<file path="src/sv/temperature_advection_stencil_macros.svh">
// Assertion helpers for the advection stencil.
// Every use expects clk and arst_n in the scope where it stands.
`ifndef TEMPERATURE_ADVECTION_STENCIL_MACROS_SVH
`define TEMPERATURE_ADVECTION_STENCIL_MACROS_SVH

// Check that the consequent holds in the same cycle as the antecedent.
`define TAS_ASSERT_IMPLY(lbl, ante, cons, msg) \
	lbl: assert property (@(posedge clk) disable iff (!arst_n) (ante) |-> (cons)) \
		else $error(msg);

// Check that the consequent holds after the delay dly, counted from the antecedent.
`define TAS_ASSERT_DELAY(lbl, ante, dly, cons, msg) \
	lbl: assert property (@(posedge clk) disable iff (!arst_n) (ante) |-> ##dly (cons)) \
		else $error(msg);

`endif

</file>
<file path="src/sv/tas_pkg.sv">
package tas_pkg;

	// Data format of all temperatures, velocities and gains
	localparam int DATA_W        = 32;
	localparam int FRAC_BITS_DEF = 16;

	// Configuration port geometry
	localparam int APB_DATA_W = 32;
	localparam int PADDR_W    = 4;
	localparam int REG_IDX_W  = 2;

	// Register indexes
	localparam logic [REG_IDX_W-1:0] REG_ADVECT_GAIN  = 2'd0;
	localparam logic [REG_IDX_W-1:0] REG_DIFFUSE_GAIN = 2'd1;
	localparam logic [REG_IDX_W-1:0] REG_WALL_HOT     = 2'd2;
	localparam logic [REG_IDX_W-1:0] REG_WALL_COLD    = 2'd3;

	// Edge codes
	localparam logic [1:0] COL_LEFT   = 2'd1;
	localparam logic [1:0] COL_RIGHT  = 2'd2;
	localparam logic [1:0] ROW_BOTTOM = 2'd1;
	localparam logic [1:0] ROW_TOP    = 2'd2;

	// Saturation limits of the result
	localparam logic signed [DATA_W-1:0] LOAD_MAX = {1'b0, {(DATA_W-1){1'b1}}};
	localparam logic signed [DATA_W-1:0] LOAD_MIN = {1'b1, {(DATA_W-1){1'b0}}};

	typedef struct packed {
		logic signed [DATA_W-1:0] centre_temp;
		logic signed [DATA_W-1:0] north_temp;
		logic signed [DATA_W-1:0] south_temp;
		logic signed [DATA_W-1:0] east_temp;
		logic signed [DATA_W-1:0] west_temp;
		logic signed [DATA_W-1:0] u_left;
		logic signed [DATA_W-1:0] u_right;
		logic signed [DATA_W-1:0] v_down;
		logic signed [DATA_W-1:0] v_up;
		logic        [1:0]        col_edge;
		logic        [1:0]        row_edge;
	} stencil_t;

	typedef struct packed {
		logic signed [DATA_W-1:0] load_value;
		logic                     saturated;
	} result_t;

	typedef struct packed {
		logic signed [DATA_W-1:0] advect_gain;
		logic signed [DATA_W-1:0] diffuse_gain;
		logic signed [DATA_W-1:0] wall_hot;
		logic signed [DATA_W-1:0] wall_cold;
	} cfg_t;

endpackage

</file>
<file path="src/sv/tas_regs.sv">
module tas_regs (
	input  logic                              clk,
	input  logic                              arst_n,
	input  logic                              psel,
	input  logic                              penable,
	input  logic                              pwrite,
	input  logic [tas_pkg::PADDR_W-1:0]       paddr,
	input  logic [tas_pkg::APB_DATA_W-1:0]    pwdata,
	output logic [tas_pkg::APB_DATA_W-1:0]    prdata,
	output tas_pkg::cfg_t                     cfg
);

	tas_pkg::cfg_t                     cfg_q;
	logic [tas_pkg::REG_IDX_W-1:0]     idx;
	logic                              wr_en;

	assign idx   = paddr[tas_pkg::PADDR_W-1:2];
	assign wr_en = psel && penable && pwrite;

	// Write a register at the access phase of a transfer
	always_ff @(posedge clk or negedge arst_n) begin
		if (!arst_n) begin
			cfg_q <= '0;
		end else if (wr_en) begin
			case (idx)
				tas_pkg::REG_ADVECT_GAIN:  cfg_q.advect_gain  <= pwdata;
				tas_pkg::REG_DIFFUSE_GAIN: cfg_q.diffuse_gain <= pwdata;
				tas_pkg::REG_WALL_HOT:     cfg_q.wall_hot     <= pwdata;
				tas_pkg::REG_WALL_COLD:    cfg_q.wall_cold    <= pwdata;
				default: ;
			endcase
		end
	end

	// Read back the addressed register
	always_comb begin
		case (idx)
			tas_pkg::REG_ADVECT_GAIN:  prdata = cfg_q.advect_gain;
			tas_pkg::REG_DIFFUSE_GAIN: prdata = cfg_q.diffuse_gain;
			tas_pkg::REG_WALL_HOT:     prdata = cfg_q.wall_hot;
			tas_pkg::REG_WALL_COLD:    prdata = cfg_q.wall_cold;
			default:                   prdata = '0;
		endcase
	end

	assign cfg = cfg_q;

endmodule

</file>
<file path="config.mk">
export PLATFORM = sky130hd
export DESIGN_NAME = tas_regs
export DESIGN_NICKNAME = d
export VERILOG_FILES = /design/src/sv/temperature_advection_stencil_macros.svh /design/src/sv/tas_pkg.sv /design/src/sv/tas_regs.sv
export SDC_FILE = /design/constraint.sdc
export NUM_CORES = 1
export LEC_CHECK = 0
export ABC_AREA = 1
export BUFFER_PORTS_ARGS = -buffer_cell sky130_fd_sc_hd__buf_2
export CAP_MARGIN = 40
export CORE_ASPECT_RATIO = 0.75
export CORE_MARGIN = 2
export CORE_UTILIZATION = 39
export CTS_CLUSTER_DIAMETER = 200
export DETAILED_ROUTE_END_ITERATION = 12
export PLACE_DENSITY_LB_ADDON = 0.3
export SKIP_CTS_REPAIR_TIMING = 1
export SYNTH_ARGS = -nofsm -noshare
export SYNTH_HDL_FRONTEND = slang
export SYNTH_SLANG_ARGS = --single-unit
</file>
<file path="constraint.sdc">
create_clock -name clk -period 2.4 [get_ports clk]
set_clock_uncertainty 0.2 [all_clocks]
set_input_delay 0.36 -clock clk [delete_from_list [all_inputs] [get_ports clk]]
set_output_delay 0.36 -clock clk [all_outputs]
set_load 0.02 [all_outputs]
</file>
---- After elaboration in Yosys (flattened, before gate mapping) ----
Cells that the tools add are included.
cells by class
  add/sub/neg operators ................... 0
  $mul .................................... 0
  divide/modulo/power cells ............... 0
  magnitude comparators ................... 0
  eq/ne operators ......................... 3
  shift operators ......................... 0
  mux-type cells .......................... 1
  bitwise logic cells ..................... 0
  reduce and logical (&&, ||, !) cells .... 7
operators by type and width
  kind                  number
  $pmux W32 S4          1
  $reduce_and A2 Y1     4
  $eq A2 B2 Y1 const B  2
  $eq A2 B1 Y1 const B  1
  $logic_and A1 B1 Y1   2
  $logic_not A2 Y1      1
storage, ports and cells
  bits in registers ....................... 128
  latch bits .............................. 0
  bits in writable memories ............... 0
  memory bits (read-only) ................. 0
  input bits .............................. 41
  word-level logic and storage cells ...... 15
  memories ................................ 0

---- Longest topological paths before layout ----
  depth after elaboration ................. 3
  gate-level depth with buffers ........... 7
  gate-level depth less buffers ........... 6

---- Worst setup path before layout ----
Ideal clock, no wire load.
  kind .................................... input port to output port
  start ................................... input paddr[3] (netlist name)
  end ..................................... output prdata[0] (netlist name)
  arrival ................................. 1063 ps
  data required time ...................... 1840 ps
  slack ................................... 777 ps
  stages on the path ...................... 4
  buffers on the path ..................... 1
  path through ............................ nor2_2 clkbuf_1 nand2_1 nand4_1
on the way
  cells in the longest elaborated chain, start to end .. 2
RTL lines
  what                                        RTL line        source
  start: declaration                          tas_regs.sv:7   input logic [tas_pkg::PADDR_W-1:0] paddr,
  $eq A2 B2 Y1, or another cell as far along  tas_regs.sv:37  case (idx)
  $pmux W32 S4 (*)                            tas_regs.sv:37
  end: declaration                            tas_regs.sv:9   output logic [tas_pkg::APB_DATA_W-1:0] prdata,
Every way passes the cells marked *; elsewhere a longest branch is shown, timed or not.

---- Final worst setup path ----
  start ................................... input paddr[3] (netlist name)
  end ..................................... output prdata[31] (netlist name)
Same word-level chain as after synthesis.

==> flow_metrics.env <==
export IMPL_status="completed"
export IMPL_synth_most_common_cell="nand2_1"
export IMPL_met2WireLength_mm=8.25
export IMPL_grt_max_degree=58
export IMPL_largest_reg_flops=128
export IMPL_htreeDepth=4
export IMPL_ir_drop_mv=0.466
export IMPL_place_congestion=0.791
export IMPL_r2r_start="cfg[98]"
export IMPL_cts_tree="built"
export IMPL_nets=983
export IMPL_p_leak_nw=4.33
export IMPL_dr_wl_met3_mm=1.63
export IMPL_setup_violations=0
export IMPL_clk_pin_slew_ps=50
export IMPL_wl_per_cell_um=16.2
export IMPL_synthTopCellsByArea="dfrtp_1, nand2_1, nand3_1"
export IMPL_core_sq_um=14500
export IMPL_period_share=0.831
export IMPL_grt_pass1_wl_mm=28.3
export IMPL_gr_total_overflow=0
export IMPL_max_freq_ghz=0.502
export IMPL_drcViolationCount=0
export IMPL_wl_met1_mm=8.64
export IMPL_synth_seq_cells=128
export IMPL_async_reset_ff_frac=1.00
export IMPL_slew_headroom=0.645
export IMPL_vias=5709
export IMPL_worstSetupPathType="in -> out"
export IMPL_r2r_cells=2
export IMPL_crit_chain="buf_2, buf_4, nand3_1, nand4_1, buf_2"
export IMPL_worst_slack_ps=406
export IMPL_crit_required_ps=1840
export IMPL_cts_root_buf="clkbuf_16"
export IMPL_n_fill_cell=1407
export IMPL_clock_sinks=128
export IMPL_cp_max_fo=48
export IMPL_finalHoldViolCount=0
export IMPL_synth_cell_types=10
export IMPL_rows=38
export IMPL_min_period_ps=1990
export IMPL_syn_nets=782
export IMPL_io_pins=201
export IMPL_tns_ps=0
export IMPL_cts_buffer_depth=2
export IMPL_netlist_instances=741
export IMPL_synth_area_leader_cell="dfrtp_1"
export IMPL_ys_seq_area_frac=0.557
export IMPL_stdcell_count=1151
export IMPL_hold_class="in -> reg"
export IMPL_fp_dieW_um=144
export IMPL_dp_hpwl_mm=12.3
export IMPL_start_kind="input port"
export IMPL_firstDrtPassIters=5
export IMPL_port_buffers=198
export IMPL_ant_nets=0
export IMPL_grt_use_total=0.239
export IMPL_endpoint_kind="primary output"
export IMPL_clk_latency_ps=400
export IMPL_drtIter0Drc=407
export IMPL_drive_gt1_frac=0.272
export IMPL_cp_common_cell="buf_2"
export IMPL_routed_wl_mm=18.6
export IMPL_cp_slowest_cell="buf_4"
export IMPL_max_stage_delay_ps=480
export IMPL_synth_edf_count=0
export IMPL_r2r_slack_ps=1540
export IMPL_endpoint="prdata[31]"
export IMPL_top_layer_used="met4"
export IMPL_dp_cells=1118
export IMPL_final_max_slew_viol_count=0
export IMPL_maxCapViolCount=0
export IMPL_powerDensity_nw_per_um2=970
export IMPL_die_height_um=109
export IMPL_netlist_area_sq_um=5750
export IMPL_synth_main_ff_cell="dfrtp_1"
export IMPL_synth_top_area_frac=0.557
export IMPL_via_per_inst=4.96
export IMPL_tightestPinTransition_ps=532
export IMPL_critPathLaunch="paddr[3]"
export IMPL_start_util=0.398
export IMPL_arrival_ps=1430
export IMPL_r2r_end="cfg[98]"
export IMPL_grt_setup_unrepaired="false"
export IMPL_antenna_found_initial=0
export IMPL_avgSynthCellArea_sq_um=7.76
export IMPL_cts_buffers=17
export IMPL_area_delta_synth_final_pct=33.2
export IMPL_die_area_sq_um=15700
export IMPL_ys_warn_count=0
export IMPL_grt_pass1_vias=5043
export IMPL_antenna_cells=0
export IMPL_dpl_worst_slack_ps=294
export IMPL_ys_top_cells_by_count="nand2_1, dfrtp_1, nand3_1, buf_2, nand4_1"
layer usage:
metal | vias to the layer above | global-route usage
met4 | 0 | 0.0527
met3 | 12 | 0.0694
li1 | 2764 | -
met2 | 225 | 0.360
met5 | - | 0
met1 | 2708 | 0.345
stage by stage:
step                      instance area [sq um]  hold slack (ps)  power (mW)   util
after global placement                     7080              125        5.03  0.490
after floorplan                            5750             -136        4.17      -
after CTS                                  7610             -304        7.47  0.527
after global routing                       7660             1.14        7.84  0.530
final                                      7660             6.70        7.43  0.530
after detailed placement                   7080              124        5.07  0.490
how the worst min path moves through the flow:
stage,from,endpoint,depth (start not counted)
after floorplan,arst_n,cfg[0],0
after global placement,arst_n,cfg[51],1
after detailed placement,arst_n,cfg[51],1
after CTS,arst_n,cfg[51],1
after global routing,pwdata[22],cfg[22],3
final,pwdata[25],cfg[121],3
critical path, delay by kind of cell:
kind | cells | cell delay (ps)
buf+inv | 3 | 800
simple gates | 2 | 280
report_power, final:
group / internal (mW) / switching, mW
logic: 0.672 / 1.36
clock network: 1.52 / 0.874
registers: 2.60 / 0.395
total: 4.80 / 2.63
final cells by class:
class	count	area, sq um	area share
Sequential cell	128	3200	0.418
Clock inverter	8	92.6	0.0121
Timing Repair Buffer	229	1310	0.171
Inverter	6	22.5	0.00294
Multi-Input combinational cell	560	2340	0.305
Tap cell	200	250	0.0326
Clock buffer	20	447	0.0583
cells by family (layout without fill, tap and decap cells):
group                  count (synthesis)  in the layout  share of synthesized area
flip-flops                           128            128                      0.557
buffers and inverters                 53            263                     0.0415
AND/OR/NAND/NOR                      560            560                      0.402
cell usage in the layout (no fill, tap or decap):
| cell type | Yosys | final |
|---|---|---|
| nand2_1 | 425 | 425 |
| nand3_1 | 97 | 97 |
| clkinvlp_4 | 0 | 1 |
| clkbuf_1 | 15 | 2 |
| clkbuf_8 | 0 | 1 |
| dfrtp_1 | 128 | 128 |
| nand4_1 | 32 | 32 |
| buf_4 | 0 | 21 |
| clkinv_2 | 0 | 5 |
| inv_2 | 4 | 4 |
| inv_1 | 2 | 2 |
| nor2_2 | 3 | 1 |
| dlygate4sd3_1 | 0 | 5 |
| buf_12 | 0 | 6 |
| clkbuf_16 | 0 | 17 |
| nor2_4 | 0 | 4 |
| nor2_1 | 3 | 1 |
| buf_2 | 32 | 197 |
| bufinv_16 | 0 | 2 |
Note: power is estimated with default switching activity, not from simulation.
